File: config.mk
export PLATFORM = sky130hd
export DESIGN_NAME = sound_frame_stream_decoder_core
export DESIGN_NICKNAME = d
export VERILOG_FILES = /design/src/rtl/core/sfsd_pkg.sv /design/src/rtl/core/sfsd_voice_unit.sv /design/src/rtl/core/sound_frame_stream_decoder_core.sv
export SDC_FILE = /design/constraint.sdc
export NUM_CORES = 1
export LEC_CHECK = 0
export ABC_AREA = 0
export BUFFER_PORTS_ARGS = -buffer_cell sky130_fd_sc_hd__buf_2
export CAP_MARGIN = 20
export CORE_MARGIN = 3
export CORE_UTILIZATION = 45
export CTS_BUF_LIST = sky130_fd_sc_hd__clkbuf_8 sky130_fd_sc_hd__clkbuf_16
export DETAILED_ROUTE_END_ITERATION = 16
export PLACE_DENSITY = 0.6
export SLEW_MARGIN = 20
export SYNTH_ARGS = -nofsm -noshare
export SYNTH_HDL_FRONTEND = slang
export SYNTH_HIERARCHICAL = 1
export SYNTH_SLANG_ARGS = --single-unit
File: constraint.sdc
create_clock -name i_clk -period 7.6 [get_ports i_clk]
set_input_delay 1.9 -clock i_clk [delete_from_list [all_inputs] [get_ports i_clk]]
set_output_delay 1.9 -clock i_clk [all_outputs]
set_load 0.02 [all_outputs]
File: src/rtl/core/sfsd_pkg.sv
// Shared types, constants and lookup functions for the sound frame stream decoder.
package sfsd_pkg;

    localparam int CHANNELS   = 8;
    localparam int COUNT_BITS = 16;
    localparam int CH_BITS    = 3;

    localparam logic [1:0] KIND_UPDATE = 2'd0;
    localparam logic [1:0] KIND_OK     = 2'd1;
    localparam logic [1:0] KIND_ERROR  = 2'd2;

    localparam logic [3:0] CLS_VOLUME  = 4'h8;
    localparam logic [3:0] CLS_DUTY    = 4'h9;
    localparam logic [3:0] CLS_TRIGGER = 4'h7;

    localparam logic [1:0] WAVE_NOISE  = 2'd2;
    localparam logic [1:0] WAVE_SAMPLE = 2'd3;

    typedef struct packed {
        logic        enable;
        logic [3:0]  volume;
        logic [1:0]  duty;
        logic [1:0]  wave;
        logic [10:0] period;
    } t_voice;

    typedef struct packed {
        logic [1:0]            kind;
        logic [CH_BITS-1:0]    channel;
        t_voice                voice;
        logic [COUNT_BITS-1:0] byte_count;
        logic                  last;
    } t_result;

    function automatic logic [1:0] dflt_wave(input logic [CH_BITS-1:0] ch);
        logic [1:0] w;
        case (ch)
            3'd2:    w = 2'd1;
            3'd3:    w = 2'd2;
            3'd4:    w = 2'd3;
            3'd7:    w = 2'd2;
            default: w = 2'd0;
        endcase
        return w;
    endfunction

    function automatic logic [3:0] letter_semi(input logic [3:0] l);
        logic [3:0] s;
        case (l)
            4'h0:    s = 4'd7;
            4'hA:    s = 4'd9;
            4'hB:    s = 4'd11;
            4'hD:    s = 4'd2;
            4'hE:    s = 4'd4;
            4'hF:    s = 4'd5;
            default: s = 4'd0;
        endcase
        return s;
    endfunction

    // period for midi index 12..96 (offset 0..84)
    function automatic logic [10:0] midi_period(input logic [6:0] i);
        logic [10:0] p;
        case (i)
            7'd4: p = 11'd1070; 7'd5: p = 11'd1010; 7'd6: p = 11'd954;
            7'd7: p = 11'd900;  7'd8: p = 11'd850;  7'd9: p = 11'd802;
            7'd10: p = 11'd757; 7'd11: p = 11'd714; 7'd12: p = 11'd674;
            7'd13: p = 11'd636; 7'd14: p = 11'd601; 7'd15: p = 11'd567;
            7'd16: p = 11'd535; 7'd17: p = 11'd505; 7'd18: p = 11'd477;
            7'd19: p = 11'd450; 7'd20: p = 11'd425; 7'd21: p = 11'd401;
            7'd22: p = 11'd378; 7'd23: p = 11'd357; 7'd24: p = 11'd337;
            7'd25: p = 11'd318; 7'd26: p = 11'd300; 7'd27: p = 11'd283;
            7'd28: p = 11'd268; 7'd29: p = 11'd253; 7'd30: p = 11'd238;
            7'd31: p = 11'd225; 7'd32: p = 11'd212; 7'd33: p = 11'd200;
            7'd34: p = 11'd189; 7'd35: p = 11'd179; 7'd36: p = 11'd169;
            7'd37: p = 11'd159; 7'd38: p = 11'd150; 7'd39: p = 11'd142;
            7'd40: p = 11'd134; 7'd41: p = 11'd126; 7'd42: p = 11'd119;
            7'd43: p = 11'd113; 7'd44: p = 11'd106; 7'd45: p = 11'd100;
            7'd46: p = 11'd95;  7'd47: p = 11'd89;  7'd48: p = 11'd84;
            7'd49: p = 11'd80;  7'd50: p = 11'd75;  7'd51: p = 11'd71;
            7'd52: p = 11'd67;  7'd53: p = 11'd63;  7'd54: p = 11'd60;
            7'd55: p = 11'd56;  7'd56: p = 11'd53;  7'd57: p = 11'd50;
            7'd58: p = 11'd47;  7'd59: p = 11'd45;  7'd60: p = 11'd42;
            7'd61: p = 11'd40;  7'd62: p = 11'd38;  7'd63: p = 11'd35;
            7'd64: p = 11'd33;  7'd65: p = 11'd32;  7'd66: p = 11'd30;
            7'd67: p = 11'd28;  7'd68: p = 11'd27;  7'd69: p = 11'd25;
            7'd70: p = 11'd24;  7'd71: p = 11'd22;  7'd72: p = 11'd21;
            7'd73: p = 11'd20;  7'd74: p = 11'd19;  7'd75: p = 11'd18;
            7'd76: p = 11'd17;  7'd77: p = 11'd16;  7'd78: p = 11'd15;
            7'd79: p = 11'd14;  7'd80: p = 11'd13;  7'd81: p = 11'd13;
            7'd82: p = 11'd12;  7'd83: p = 11'd11;  7'd84: p = 11'd11;
            default: p = 11'd0;
        endcase
        return p;
    endfunction

    function automatic logic [10:0] note_period(input logic [7:0] note);
        logic [3:0] l;
        logic [6:0] midi;
        l = note[7:4];
        midi = 7'(({4'd0, note[2:0]} + 7'd1) * 7'd12) + {3'd0, letter_semi(l)}
               - {6'd0, note[3]};
        if (l > 4'd0 && l < 4'hA) begin
            return 11'd32;
        end
        if (midi < 7'd12) midi = 7'd12;
        if (midi > 7'd96) midi = 7'd96;
        return midi_period(7'(midi - 7'd12));
    endfunction

endpackage

File: src/rtl/core/sfsd_voice_unit.sv
// Shared voice update unit: applies one payload byte to one voice.
module sfsd_voice_unit (
    input  logic [sfsd_pkg::CH_BITS-1:0] i_ch,
    input  logic [7:0]                   i_byte,
    input  sfsd_pkg::t_voice             i_voice,
    output sfsd_pkg::t_voice             o_voice
);
    logic [3:0]  hi, lo;
    logic        en;
    logic [3:0]  vol;
    logic [1:0]  duty, wave;
    logic [10:0] per;

    always_comb begin
        hi = i_byte[7:4];
        lo = i_byte[3:0];
        en = i_voice.enable;  vol = i_voice.volume;  duty = i_voice.duty;
        wave = i_voice.wave;  per = i_voice.period;
        if (wave == 2'd0 && !en && per == 11'd0) wave = sfsd_pkg::dflt_wave(i_ch);
        if (hi == sfsd_pkg::CLS_VOLUME) begin
            vol = lo;
            en  = (lo != 4'd0);
            if (!en) per = 11'd0;
        end else if (hi == sfsd_pkg::CLS_DUTY) begin
            duty = lo[1:0];
            if (i_ch == 3'd3) begin
                wave = sfsd_pkg::WAVE_NOISE;
                per  = 11'd8 + {5'd0, lo, 2'b00};
                en   = 1'b1;
                if (vol == 4'd0) vol = 4'd10;
            end
        end else if (hi == sfsd_pkg::CLS_TRIGGER) begin
            if (i_ch == 3'd4) begin
                wave = sfsd_pkg::WAVE_SAMPLE;
                en   = 1'b1;
                vol  = 4'd12;
                per  = (lo != 4'd0) ? 11'd40 : 11'd24;
            end
        end else begin
            per  = sfsd_pkg::note_period(i_byte);
            en   = (per >= 11'd2);
            if (vol == 4'd0) vol = (i_ch == 3'd2) ? 4'd15 : 4'd12;
            wave = sfsd_pkg::dflt_wave(i_ch);
            if (i_ch == 3'd0)      duty = 2'd2;
            else if (i_ch == 3'd1) duty = 2'd1;
        end
        o_voice = '{enable: en, volume: vol, duty: duty, wave: wave, period: per};
    end
endmodule

File: src/rtl/core/sound_frame_stream_decoder_core.sv
// Top level of the sound frame stream decoder: parser, commit sequencer, output register.
// Takes one stream byte per item. Opcode, mask and payload bytes are each accepted while
// the output register is free or being taken. The last payload byte of a frame starts a
// commit walk, one channel per step over all eight through the single shared voice update
// unit; each voice whose mask bit is set is sent out as an update item, then the ok status
// if the byte ended the stream. A walk step waits while a result is held in the output register.
// s_axis_tready is low during the walk and while a result waits in the output register.
module sound_frame_stream_decoder_core (
    input  logic        i_clk,
    input  logic        i_rst_n,
    input  logic        i_cfg_valid,
    output logic        o_cfg_ready,
    input  logic [7:0]  i_cfg_data,     // frame_opcode
    input  logic        s_axis_tvalid,
    output logic        s_axis_tready,
    input  logic [7:0]  s_axis_tdata,   // stream_byte
    input  logic        s_axis_tlast,   // end_of_stream
    output logic        m_axis_tvalid,
    input  logic        m_axis_tready,
    // [2:0] channel, [3] enable, [7:4] volume, [9:8] duty, [11:10] wave,
    // [22:12] period, [38:23] byte_count, [39] zero fill
    output logic [39:0] m_axis_tdata,
    output logic [1:0]  m_axis_tuser,   // kind
    output logic        m_axis_tlast    // last
);
    localparam int CB = sfsd_pkg::COUNT_BITS;

    typedef enum logic [2:0] {S_OPCODE, S_MASK, S_PAYLOAD, S_DROP, S_COMMIT, S_STATUS}
        t_state;

    t_state                 r_state, n_state;
    logic [7:0]             r_opcode;
    logic [7:0]             r_mask, n_mask;
    logic [7:0]             r_buf [8];
    logic [3:0]             r_seen, n_seen;
    logic [CB-1:0]          r_count, n_count;
    sfsd_pkg::t_voice       r_bank [sfsd_pkg::CHANNELS];
    logic [2:0]             r_ch, n_ch;
    logic [2:0]             r_k, n_k;
    logic                   r_eos, n_eos;
    logic                   r_ovalid, n_ovalid;
    sfsd_pkg::t_result      r_out, n_out;

    logic                   in_acc, out_free, bank_we;
    logic [3:0]             pop;
    sfsd_pkg::t_voice       vu_in, vu_out;
    logic [CB-1:0]          cnt_inc;

    assign o_cfg_ready   = 1'b1;
    assign out_free      = !r_ovalid || m_axis_tready;
    assign s_axis_tready = out_free &&
        (r_state == S_OPCODE || r_state == S_MASK || r_state == S_PAYLOAD || r_state == S_DROP);
    assign in_acc        = s_axis_tvalid && s_axis_tready;

    assign m_axis_tvalid = r_ovalid;
    assign m_axis_tuser  = r_out.kind;
    assign m_axis_tlast  = r_out.last;
    assign m_axis_tdata  = {1'b0, r_out.byte_count, r_out.voice.period, r_out.voice.wave,
                            r_out.voice.duty, r_out.voice.volume, r_out.voice.enable,
                            r_out.channel};

    assign pop     = 4'($countones(r_mask));
    assign cnt_inc = (&r_count) ? r_count : r_count + CB'(1);
    assign vu_in   = r_bank[r_ch];

    sfsd_voice_unit u_vu (.i_ch(r_ch), .i_byte(r_buf[r_k]), .i_voice(vu_in), .o_voice(vu_out));

    always_comb begin
        n_state = r_state;  n_mask = r_mask;  n_seen = r_seen;  n_count = r_count;
        n_ch = r_ch;  n_k = r_k;  n_eos = r_eos;
        n_ovalid = r_ovalid && !m_axis_tready;
        n_out = r_out;
        bank_we = 1'b0;
        unique case (r_state)
            S_OPCODE: if (in_acc) begin
                if (s_axis_tdata != r_opcode || s_axis_tlast) begin
                    n_ovalid = 1'b1;
                    n_out = '{kind: sfsd_pkg::KIND_ERROR, last: 1'b1, default: '0};
                    n_state = s_axis_tlast ? S_OPCODE : S_DROP;
                    if (s_axis_tlast) n_count = '0;
                end else begin
                    n_count = cnt_inc;
                    n_state = S_MASK;
                end
            end
            S_MASK: if (in_acc) begin
                n_count = cnt_inc;
                n_mask = s_axis_tdata;
                n_seen = '0;
                if (s_axis_tdata == 8'd0) begin
                    n_state = S_OPCODE;
                    if (s_axis_tlast) begin
                        n_ovalid = 1'b1;
                        n_out = '{kind: sfsd_pkg::KIND_OK, last: 1'b1, byte_count: cnt_inc,
                                  default: '0};
                        n_count = '0;
                    end
                end else if (s_axis_tlast) begin
                    n_ovalid = 1'b1;
                    n_out = '{kind: sfsd_pkg::KIND_ERROR, last: 1'b1, default: '0};
                    n_count = '0;
                    n_state = S_OPCODE;
                end else begin
                    n_state = S_PAYLOAD;
                end
            end
            S_PAYLOAD: if (in_acc) begin
                n_count = cnt_inc;
                n_seen = r_seen + 4'd1;
                if (r_seen + 4'd1 >= pop) begin
                    n_state = S_COMMIT;
                    n_ch = '0;  n_k = '0;  n_eos = s_axis_tlast;
                end else if (s_axis_tlast) begin
                    n_ovalid = 1'b1;
                    n_out = '{kind: sfsd_pkg::KIND_ERROR, last: 1'b1, default: '0};
                    n_count = '0;
                    n_state = S_OPCODE;
                end
            end
            S_DROP: if (in_acc && s_axis_tlast) begin
                n_state = S_OPCODE;
                n_count = '0;
            end
            S_COMMIT: if (out_free) begin
                if (r_mask[r_ch]) begin
                    bank_we = 1'b1;
                    n_ovalid = 1'b1;
                    n_out = '{kind: sfsd_pkg::KIND_UPDATE, channel: r_ch, voice: vu_out,
                              byte_count: '0,
                              last: !r_eos && ((r_mask >> r_ch) == 8'd1)};
                    n_k = r_k + 3'd1;
                end
                n_ch = r_ch + 3'd1;
                if (r_ch == 3'd7) n_state = r_eos ? S_STATUS : S_OPCODE;
            end
            S_STATUS: if (out_free) begin
                n_ovalid = 1'b1;
                n_out = '{kind: sfsd_pkg::KIND_OK, last: 1'b1, byte_count: r_count,
                          default: '0};
                n_count = '0;
                n_state = S_OPCODE;
            end
            default: n_state = S_OPCODE;
        endcase
    end

    always_ff @(posedge i_clk) begin
        if (!i_rst_n) begin
            r_state <= S_OPCODE;  r_opcode <= '0;  r_mask <= '0;  r_seen <= '0;
            r_count <= '0;  r_ch <= '0;  r_k <= '0;  r_eos <= 1'b0;  r_ovalid <= 1'b0;
            for (int i = 0; i < sfsd_pkg::CHANNELS; i++) r_bank[i] <= '0;
        end else begin
            r_state <= n_state;  r_mask <= n_mask;  r_seen <= n_seen;  r_count <= n_count;
            r_ch <= n_ch;  r_k <= n_k;  r_eos <= n_eos;  r_ovalid <= n_ovalid;
            if (i_cfg_valid) r_opcode <= i_cfg_data;
            if (bank_we) r_bank[r_ch] <= vu_out;
        end
    end

    always_ff @(posedge i_clk) begin
        r_out <= n_out;
        if (r_state == S_PAYLOAD && in_acc) r_buf[r_seen[2:0]] <= s_axis_tdata;
    end
endmodule

* Word-level counts from Yosys, hierarchy flattened *
Memory sizes are Yosys's and may differ from the RTL's. A register that Yosys moved wholly into a read port is not among the register bits.
Cells that the tools add are included.

word-level totals
  bits in latches = 0
  input port bits = 22
  RAM bits = 224
  output and inout bits = 46
  memories = 3
  register bits = 89
  memory bits (read-only) = 1,408
  logic and storage cells = 252

operators by class
  reduce and logical (&&, ||, !) cells = 41
  div/mod/pow operators = 0
  multipliers = 1
  eq/ne operators = 34
  bitwise operators = 0
  add/subtract/negate cells = 16
  $lt $le $gt $ge = 7
  shift-type cells = 1
  mux-type cells = 131

memories
  name              depth  bits a word  read ports  clocked after Yosys merged registers in  wr ports  line                                   source
  (name not given)  128    11           1           0                                        0         sfsd_pkg.sv:64                         case (i)
  r_bank            8      20           1           1                                        8         sound_frame_stream_decoder_core.sv:37  sfsd_pkg::t_voice r_bank [sfsd_pkg::CHANNELS];
  r_buf             8      8            1           1                                        1         sound_frame_stream_decoder_core.sv:34  logic [7:0] r_buf [8];

operators with widths
  operator                 number
  $mux W42                 11
  $pmux W42 S5             1
  $mux W16                 10
  $mux W11                 11
  $pmux W16 S5             1
  $mux W7                  10
  $mux W3                  20
  $mux W4                  12
  $mux W2                  16
  $mux W1                  29
  $eq A4 B4 Y1 const B     7
  $pmux W4 S6              1
  $mux W20                 1
  $reduce_or A20 Y1        1
  $ne A2 B2 Y1 const B     9
  $pmux W3 S6              1
  $add A16 B1 Y16 const B  1
  $reduce_and A16 Y1       1
  $eq A3 B2 Y1 const B     4
  $eq A3 B3 Y1 const B     4
  $pmux W3 S2              2
  $ge A11 B2 Y1 const B    1
  $logic_not A11 Y1        1
  $reduce_and A10 Y1       1
  other kinds (46)         75

* Longest topological paths before layout *
Gate-level depths: netlist (run 1).
An unclocked memory read counts as a cell.

  word-level depth = 32
  mapped depth = 35

* Cells and area by module *
Netlist (run 1), hierarchy kept.

modules (own cells, without submodules)
  module                           cells each  area an instance (um^2)  seq. area each (um^2)  times used
  sound_frame_stream_decoder_core  1,050       14,687.8                 9,048.7                1
  sfsd_voice_unit                  412         2,668.8                  0.0                    1

* Worst setup path after synthesis (run 1) *
Ideal clock, no wire load.

  path kind = reg-to-reg
  start point = reg with a tool-made name
  end point = reg r_out (netlist bit m_axis_tdata[3]), data pin
  arrival = 7.109 ns
  cell stages (with the launch flop) = 31
  setup time = 0.256 ns
  path slack = 0.235 ns
  data required time = 7.344 ns
  buffers on the path = 5
  path through = dfxtp_1 buf_2 buf_2 mux4_2 mux2_2 ha_1 xor2_1 inv_1 fa_1 xor2_1 ha_1 a21oi_1 nand2_1 a41oi_1 xnor2_2 a21oi_1 nor2_1 inv_2 buf_4 ha_1 nor4b_1 a211oi_4 and2_4 buf_6 a211oi_2 a211oi_1 or4b_1 nor4b_2 a31oi_1 buf_4 a22o_1

RTL lines
  element               line                                    source
  to (signal assigned)  sound_frame_stream_decoder_core.sv:161  r_out <= n_out;
  to (decl)             sound_frame_stream_decoder_core.sv:42   sfsd_pkg::t_result r_out, n_out;

==> summary.md, run 1 <==
| Metric | Value |
|---|---|
| Synth Register Bits | `around 320` |
| DRC violations left | `0` |
| Internal cell power | `between 4 and 5 mW` |
| Number of CTS-inserted buffers | `36` |
| Skew final | `between 20 and 25 ps` |
| Post-synthesis sequential area ratio | `0.521` |
| Most common cell in the synthesized netlist | `edfxtp_1` |
| Area of the mapped netlist | `about 17000 um^2` |
| Die Y | `just over 200 um` |
| Tot GR Track Use | `0.227` |
| Area contributors post-synth | `edfxtp_1 46%, mux4_2 7.5%, dfxtp_1 6.1%` |
| Clock Sinks | `319` |
| Max frequency | `around 0.14 GHz` |
| Sequential share of power | `0.260` |
| Required time worst endpoint | `between 7000 and 8000 ps` |
| Routed len/inst | `between 20 and 25 um` |
| Status | `finished, final reports clean` |
| Area Growth Syn to Fin | `12.7%` |
| Initial antenna violation count | `0` |
| CTS Buffer Depth | `3` |
| DRT Pass-1 Iters | `6` |
| ANT nets after route | `0` |
| DR iter-0 viols | `between 900 and 1000` |
| Final min period | `a little over 7000 ps` |
| Pleak | `roughly 7.3 nW` |
| Total placed cells including tap cells | `1986` |
| Final number of max-transition violations | `0` |
| Layout Nets | `roughly 1600` |
| Full die area | `roughly 41000 um^2` |
| Routability cong. | `0.945` |
| EDFF count, synth | `266` |
| Post-synth top flop | `edfxtp_1` |
| Post-DR vias/cell | `about 6.0` |
| Worst hold path type | `register to register` |
| Post-synth top area share | `0.460` |
| Initial Utilization | `0.459` |
| Max rail drop VDD | `0.000308 V` |
| Worst EP arrival | `between 7000 and 8000 ps` |
| Distinct cells, synth | `90` |
| # IOs | `just under 70` |
| Routed Wire Length | `around 47000 um` |
| Startpoint Class | `register` |
| CTS tree | `done` |
| Core Area | `approximately 38000 um^2` |
| Synth Warn # | `6` |
| Clock power share | `0.213` |
| Via Count | `around 12000` |
| Vias in the first global route | `~12000` |
| Total congestion overflow | `0` |
| Hold WS | `between 500 and 600 ps` |
| RSZ-0062 raised after global routing | `false` |
| Max_cap viols | `0` |
| Logic gate share of total power | `0.526` |
| Skew-Pair Late Insertion Delay | `about 560 ps` |
| Non-Filler Instances | `roughly 2100` |
| ANT cells | `0` |
| Net Sw Frac | `0.453` |
| Ys async rst share | `0` |
| Synth Net Count | `about 1500` |
| P_sw | `about 3.9 mW` |
| Hpwl dp | `30600 um` |
| FP Rows | `71` |
| Syn Area/Cell | `11.9 um^2` |
| FF+latch area | `a little over 9000 um^2` |
| Pin count of the biggest net entering global routing | `41` |
| Pwr per Cell Area | `438 nW/um^2` |
| Worst-path maximum fanout | `10` |
| Worst rel slew slack | `0.259` |
| CTS Root Cell | `clkbuf_16` |
| Total negative slack | `0 ps` |
| Layout cells sized above 1 | `0.197` |
| Final setup vio count | `0` |
| Level count of the clock H-tree | `2` |
| Mapped Cells | `roughly 1500` |
| Die Wd | `approximately 200 um` |
| Worst Max-Slew Pin Slew | `between 1000 and 1500 ps` |
| Fin. Hold Viols | `0` |
| Synth top cells by count | `266 x edfxtp_1, 168 x and2_1, 85 x nand2_1, 80 x nor2_1, 68 x a21oi_1` |
| CP Class | `register to register` |
| Area of the multi-input gates | `7770 um^2` |
| Clock slew at reported path FFs | `about 60 ps` |
| # fillers | `3368` |
| Cell taking the most area after synthesis | `edfxtp_1` |
| PortBufs | `between 60 and 70` |
| Tcrit/Tclk final | `0.941` |
| First-pass GRT wire length | `between 70000 and 80000 um` |
| CP Capture Type | `register` |
| Total power | `8.57 mW` |
==> power by group through the flow <==
stage	clock, mW	combinational (mW)	sequential [mW]
2_1_floorplan	0	2.84	2.34
3_3_place_gp	0	4.38	2.27
3_5_place_dp	0	4.26	2.27
4_1_cts	1.86	4.27	2.24
5_1_grt	1.93	4.83	2.25
6_report	1.83	4.51	2.23
==> final cells by class <==
class                   instances  area share
clock inverters                29      0.0168
repair buffers                111      0.0345
inverters                      50     0.00959
well taps                     511      0.0327
flip-flops and latches        319       0.463
multi-input cells             998       0.397
clock buffers                  37      0.0467
==> path summary, 6_finish.rpt <==
check,startpoint,end,slack [ps],depth (start not counted)
worst min register to register,r_k[1],register,510,2
worst max register to register,register,m_axis_tdata[3],450,24
worst max-delay path,register,m_axis_tdata[3],450,24
worst min-delay path,r_k[1],register,510,2
==> registers in the layout, summed over array words and instances, names as in the netlist, 4 cells and up, named ones only <==
register      cells
r_seen            4
m_axis_tdata     39
r_opcode          8
r_mask            8
r_count          16
r_bank          160
r_buf            64
==> per-stage QoR <==
step / cell area (um^2) / worst slack [ps] / util
CTS: 19500 / 147 / 0.515
detailed placement: 18300 / 176 / 0.482
global placement: 18300 / 365 / 0.482
global route: 19600 / 2.30 / 0.517
floorplan: 17400 / 235 / -
finish: 19600 / 450 / 0.517
==> kinds of logic after synthesis <==
family | count (synthesis) | synth area share
multiplexers | 112 | 0.109
adder cells (fa/ha/maj) | 45 | 0.0350
other | 2 | 0.000433
flip-flops | 319 | 0.521
buffers and inverters | 146 | 0.0369
AO/OA/AOI/OAI | 309 | 0.123
AND/OR/NAND/NOR | 501 | 0.159
XOR/XNOR | 28 | 0.0161
==> cells in the final DEF (no fill, tap or decap), types with 7 or more instances in the layout <==
cell type	instances
buf_2	65
a21o_1	11
or3_1	11
a22o_1	27
buf_4	45
nand3_1	33
ha_1	39
o211ai_1	7
a211oi_1	18
a221o_1	7
xor2_1	15
a31oi_1	26
and3_1	12
o21ai_1	7
mux2i_1	23
xnor2_1	10
nor2b_1	7
dfxtp_1	49
nor3_1	21
a21oi_1	66
clkbuf_16	36
nor2_1	78
and2_1	168
nand2_1	84
edfxtp_1	266
a22oi_1	8
mux2_2	31
mux4_2	58
nand4_1	8
o21ai_0	51
a41oi_1	7
inv_1	53
nor4_1	15
nand2b_1	20
==> what timing repair did <==
| action | 4_1_cts | 5_1_grt |
|---|---|---|
| buffers inserted | 0 | 2 |
| setup endpoints to repair | 0 | 64 |
| resized for setup | 0 | 12 |
| hold buffers | 0 | 0 |
==> worst max-delay path, cell delays in order, from the launching register on <==
cell      delay, ps
dfxtp_4         400
mux4_2          510
mux2_2          370
ha_1            250
xor2_1          250
inv_1           100
fa_1            430
xor2_1          260
ha_1            350
a21oi_1         160
nand2_1          60
a41oi_1         150
buf_4           190
xor2_4          360
mux2i_1         240
or2_2           440
ha_1            500
inv_1           150
a21oi_1         310
a21oi_1         100
a221oi_1        310
nand4_1         190
nor4_2          370
a31oi_2         220
a22o_1          240
==> routing by layer <==
layer,vias to the layer above,routed length [um],global-route usage
li1,5657,-,-
met1,6225,20300,0.315
met2,423,22700,0.376
met3,81,2750,0.0353
met4,0,1040,0.0589
met5,-,0,0
(Power assumes the default switching activity.)
==> run 2, diff against run 1 <==
Settings changed: CELL_PAD_IN_SITES_DETAIL_PLACEMENT set to 0, CELL_PAD_IN_SITES_GLOBAL_PLACEMENT set to 1, PLACE_DENSITY 0.6 to 0.72, SLEW_MARGIN 20 to unset.
==> run 2 against run 1 <==
Effect of this change:
- sequential power barely moved
- register-to-register slack about the same
- final area is 0.13% higher
==> summary.md, run 2 (synthesized netlist as in run 1, its figures left out) <==
| Metric | Value |
|---|---|
| PortBufs | `between 60 and 70` |
| Clock slew at reported path FFs | `about 60 ps` |
| Logic gate share of total power | `0.532` |
| Worst hold path type | `register to register` |
| First-pass GRT wire length | `slightly above 70000 um` |
| CP Capture Type | `register` |
| Commonest non-fill, non-tap cell in the layout | `edfxtp_1` |
| RR Endpoint | `m_axis_tdata[3]` |
| Pwr per Cell Area | `433 nW/um^2` |
| Hold path depth | `2` |
| Final min period | `around 7200 ps` |
| Met3 routed WL | `3080 um` |
| Tcrit/Tclk final | `0.941` |
| Startpoint Class | `register` |
| Final Cell Area | `roughly 20000 um^2` |
| Max incr delay on CP | `about 510 ps` |
| Sequential share of power | `0.264` |
| Via Count | `12400` |
| Clock power share | `0.205` |
| Routed Wire Length | `approximately 47000 um` |
| Routability cong. | `about 0.91` |
| Area Growth Syn to Fin | `12.9%` |
| Vias in the first global route | `~12000` |
| Die Y | `a little over 200 um` |
| DRT Pass-1 Iters | `5` |
| Non-Filler Instances | `about 2100` |
| CTS Buffer Depth | `3` |
| Clock Sinks | `about 320` |
| FP Rows | `just over 70` |
| Number of CTS-inserted buffers | `37` |
| DRC violations left | `0` |
| Post-DR vias/cell | `around 6.0` |
| Core Area | `37800 um^2` |
| Most frequent cells in the layout | `266 x edfxtp_1, 168 x and2_1, 83 x nand2_1` |
| DR top layer | `met4` |
| Max frequency | `approximately 0.14 GHz` |
| Total negative slack | `0 ps` |
| Required time worst endpoint | `~7900 ps` |
| Layout cells sized above 1 | `0.198` |
| Routed len/inst | `approximately 23 um` |
| Min-delay src | `r_k[0]` |
| Cells on worst reg2reg path | `28` |
| Slowest cell on crit path | `mux4_2` |
| Max rail drop VDD | `0.000407 V` |
| Max_cap viols | `0` |
| Worst-path maximum fanout | `11` |
| Full die area | `41000 um^2` |
| DR iter-0 viols | `1141` |
| Final number of max-transition violations | `0` |
| Level count of the clock H-tree | `2` |
| Crit-path most repeated cell | `ha_1` |
| Skew-Pair Late Insertion Delay | `between 500 and 600 ps` |
| # IOs | `between 60 and 70` |
| Die Wd | `between 200 and 250 um` |
| Worst rel slew slack | `0.258` |
| Skew final | `between 15 and 20 ps` |
| Pin count of the biggest net entering global routing | `between 50 and 60` |
| Hold WS | `between 500 and 600 ps` |
| Placed cell area | `approximately 18000 um^2` |
| Wl on met1 | `~21000 um` |
| Internal cell power | `about 4.7 mW` |
| Layout Nets | `between 1500 and 2000` |
| Tot GR Track Use | `0.225` |
| Fin. Hold Viols | `0` |
| CTS tree | `done` |
| Worst EP arrival | `roughly 7400 ps` |
| CP Class | `register to register` |
| DR WL met2 | `roughly 22000 um` |
| R2R setup slack | `~450 ps` |
| ANT cells | `0` |
| Pleak | `7.29 nW` |
| ANT nets after route | `0` |
| Net Sw Frac | `0.449` |
| RSZ-0062 raised after global routing | `false` |
| Initial antenna violation count | `0` |
| Initial Utilization | `0.459` |
| Total placed cells including tap cells | `between 1500 and 2000` |
| CTS Root Cell | `clkbuf_16` |
| Final setup vio count | `0` |
| Hpwl dp | `~30000 um` |
| Largest register by flop count | `r_bank` |
| Total congestion overflow | `0` |
| Largest register FFs | `160` |
| P_sw | `roughly 3.8 mW` |
| Worst Max-Slew Pin Slew | `between 1000 and 1500 ps` |
| Status | `finished, final reports clean` |
run 2: changes by cell type in the layout (fill, tap and decap cells not counted), moves of 3 or more:
cell	before	now
clkbuf_8	1	8
bufinv_16	6	2
inv_6	4	0
a21oi_2	1	4
buf_4	45	42
run 2: worst max-delay path, delay by kind of cell (launching register included):
family / cells / cell delay (ps)
and+or+nand+nor: 10 / 2470
adders and majority gates: 4 / 990
xor gates and xnor gates: 1 / 130
muxes: 3 / 1120
DFF: 1 / 420
buffers and inverters: 5 / 580
AOI/OAI and AO/OA: 5 / 1160
run 2: area by class of cell:
type / instances / area, um^2
inverters: 50 / 188
flip-flops and latches: 319 / 9050
multi-input cells: 998 / 7800
fillers: 3340 / 18300
clock buffers: 46 / 1060
clock inverters: 19 / 145
well taps: 511 / 639
repair buffers: 110 / 703
run 2: metal layers:
layer  track usage  vias to the layer above
met4        0.0710                        0
met2         0.358                      520
li1              -                     5669
met5             0                        -
met1         0.326                     6112
met3        0.0277                       80
run 2: how the worst max path moves through the flow:
stage | endpoint | slack (ps) | cells past startpoint
2_1_floorplan | m_axis_tdata[3] | 230 | 30
3_3_place_gp | m_axis_tdata[3] | 230 | 26
3_5_place_dp | m_axis_tdata[3] | 210 | 25
4_1_cts | m_axis_tdata[3] | 150 | 25
5_1_grt | m_axis_tdata[3] | 6 | 28
6_report | m_axis_tdata[3] | 450 | 28
run 2: what timing repair did:
| item | in CTS | in global routing |
|---|---|---|
| setup endpoints to repair | 0 | 63 |
| gates resized for setup | 0 | 13 |
| hold endpoints to repair | 0 | 0 |
| buffers inserted | 0 | 5 |
| hold buffers | 0 | 0 |
run 2: power by group through the flow:
stage	clock (mW)	sequential (mW)	combinational, mW
2_1_floorplan	0	2.34	2.84
3_5_place_dp	0	2.27	4.23
3_3_place_gp	0	2.27	4.32
6_report	1.74	2.24	4.51
4_1_cts	1.77	2.24	4.25
5_1_grt	1.84	2.26	4.81
run 2: stage by stage:
step	utilization	setup slack (ps)	total power, mW
after CTS	0.515	152	8.27
after detailed placement	0.483	210	6.50
after global routing	0.518	5.82	8.91
final	0.518	446	8.48
after floorplan	-	235	5.18
after global placement	0.482	228	6.59
==> run 3, diff against run 2 <==
Settings changed: CTS_BUF_LIST sky130_fd_sc_hd__clkbuf_8 sky130_fd_sc_hd__clkbuf_16 to unset.
==> run 3 against run 2 <==
Effect of this change:
- first-iteration DRC count grew 3.5%
- final area is the same
- sequential power is essentially flat
- sequential share of layout area is the same
- die area unchanged
- flip-flop and latch count stayed put
- register-to-register slack better by 30 ps
- final cell count is the same
- routed wire length is 0.15% higher
==> summary.md, run 3 (synthesized netlist as in run 1, its figures left out) <==
| Metric | Value |
|---|---|
| Pin count of the biggest net entering global routing | `between 50 and 60` |
| Worst hold path type | `register to register` |
| Total negative slack | `0 ps` |
| Full die area | `41000 um^2` |
| FF+latch area | `between 9000 and 10000 um^2` |
| CP Capture Type | `register` |
| Layout cells sized above 1 | `0.198` |
| Required time worst endpoint | `around 8000 ps` |
| # IOs | `just under 70` |
| Final setup vio count | `0` |
| R2R setup slack | `between 400 and 500 ps` |
| M2 GR Usage | `0.358` |
| Clock power share | `0.205` |
| FP Rows | `~70` |
| Core Area | `37800 um^2` |
| Routed Wire Length | `approximately 47000 um` |
| Largest register by flop count | `r_bank` |
| Via Count | `between 10000 and 15000` |
| Total congestion overflow | `0` |
| Logic gate share of total power | `0.532` |
| Max rail drop VDD | `about 0.0004 V` |
| Clock Sinks | `319` |
| Post-DR vias/cell | `between 6 and 7` |
| Internal cell power | `4.68 mW` |
| Layout Nets | `between 1500 and 2000` |
| Net Sw Frac | `0.449` |
| Final number of max-transition violations | `0` |
| RR Endpoint | `m_axis_tdata[3]` |
| Worst rel slew slack | `0.252` |
| CP endpoint | `m_axis_tdata[3]` |
| ANT cells | `0` |
| Worst Max-Slew Pin Slew | `roughly 1100 ps` |
| Pwr per Cell Area | `around 430 nW/um^2` |
| CP Class | `register to register` |
| M1 GR Usage | `0.326` |
| Routed len/inst | `22.8 um` |
| Met3 GRT Util | `0.0277` |
| Hold WS | `502 ps` |
| Startpoint Class | `register` |
| Most frequent cells in the layout | `266 x edfxtp_1, 168 x and2_1, 83 x nand2_1` |
| Area Growth Syn to Fin | `12.9%` |
| First-pass GRT wire length | `about 72000 um` |
| DRC violations left | `0` |
| Die Y | `202 um` |
| RSZ-0062 raised after global routing | `false` |
| Crit-path most repeated cell | `ha_1` |
| Placed cell area | `18300 um^2` |
| Vias in the first global route | `approximately 12000` |
| Fin. Hold Viols | `0` |
| Number of CTS-inserted buffers | `37` |
| Total power | `between 8 and 9 mW` |
| Total placed cells including tap cells | `1981` |
| Worst EP arrival | `about 7400 ps` |
| Hpwl dp | `a little over 30000 um` |
| # fillers | `about 3300` |
| PortBufs | `between 60 and 70` |
| Commonest non-fill, non-tap cell in the layout | `edfxtp_1` |
| Worst Setup Slack, final | `roughly 480 ps` |
| ANT nets after route | `0` |
| Die Wd | `slightly above 200 um` |
| P_sw | `roughly 3.8 mW` |
| Area of the multi-input gates | `just under 8000 um^2` |
| CTS Buffer Depth | `3` |
| CTS Root Cell | `clkbuf_16` |
| CTS tree | `done` |
| Skew final | `17.9 ps` |
| Non-Filler Instances | `2053` |
| Util after Layout | `0.518` |
| Final Cell Area | `~20000 um^2` |
| Cells on worst reg2reg path | `28` |
| Tcrit/Tclk final | `0.937` |
| DRT Pass-1 Iters | `5` |
| DR iter-0 viols | `about 1200` |
| Max incr delay on CP | `510 ps` |
| Pleak | `slightly above 7 nW` |
| Largest register FFs | `160` |
| Initial Utilization | `0.459` |
| Skew-Pair Late Insertion Delay | `530 ps` |
| Slowest cell on crit path | `mux4_2` |
| Routability cong. | `0.908` |
| Max frequency | `0.140 GHz` |
| Clock slew at reported path FFs | `around 60 ps` |
| Max_cap viols | `0` |
| Final min period | `around 7000 ps` |
| Sequential share of power | `0.263` |
| Worst-path maximum fanout | `11` |
| Status | `finished, final reports clean` |
| Pre-CTS setup slack | `between 200 and 250 ps` |
| Level count of the clock H-tree | `2` |
| Grt peak-use layer | `met2` |
| Tot GR Track Use | `0.225` |
| Initial antenna violation count | `0` |
-- run 3: cell count changes in the layout (fill, tap and decap cells not counted), sizes merged --
cell    delta
clkbuf     +6
inv        -6
-- run 3: power by group through the flow --
stage | sequential [mW] | combinational (mW) | clock, mW
global placement | 2.27 | 4.32 | 0
finish | 2.24 | 4.52 | 1.75
floorplan | 2.34 | 2.84 | 0
global route | 2.26 | 4.81 | 1.85
CTS | 2.24 | 4.25 | 1.78
detailed placement | 2.27 | 4.23 | 0
-- run 3: cell type report --
| cell class | count | share of cell area |
|---|---|---|
| tap | 511 | 0.0326 |
| multi-input combinational | 998 | 0.398 |
| clock buffer | 52 | 0.0553 |
| timing repair buffer | 110 | 0.0359 |
| inverter | 50 | 0.00958 |
| sequential | 319 | 0.462 |
| clock inverter | 13 | 0.00626 |
-- run 3: metal layers --
metal	vias to the layer above	wire length, um
met4	0	1180
met3	71	2800
li1	5669	-
met5	-	0
met2	477	21800
met1	6179	21100
-- run 3: timing repair --
action | in CTS | in global routing
gates resized for setup | 0 | 13
setup buffers | 0 | 5
hold buffers | 0 | 0
hold endpoints to repair | 0 | 0
endpoints found under the setup margin | 0 | 63
-- run 3: worst min path at each step --
stage,slack (ps),from,cells after the start,to
global route,530,r_k[1],2,register
global placement,490,r_count[7],1,r_count[7]
CTS,500,r_k[1],2,register
floorplan,460,r_eos,2,r_eos
detailed placement,500,r_eos,2,r_eos
finish,500,r_k[0],2,register
-- run 3: worst max-delay path, delay by kind of cell (launching register included) --
kind | cells | cell delay [ps]
AOI/OAI and AO/OA | 5 | 1140
xor gates and xnor gates | 1 | 130
adders and majority gates | 4 | 990
buffers and inverters | 5 | 580
DFF | 1 | 420
muxes | 3 | 1120
and+or+nand+nor | 10 | 2470
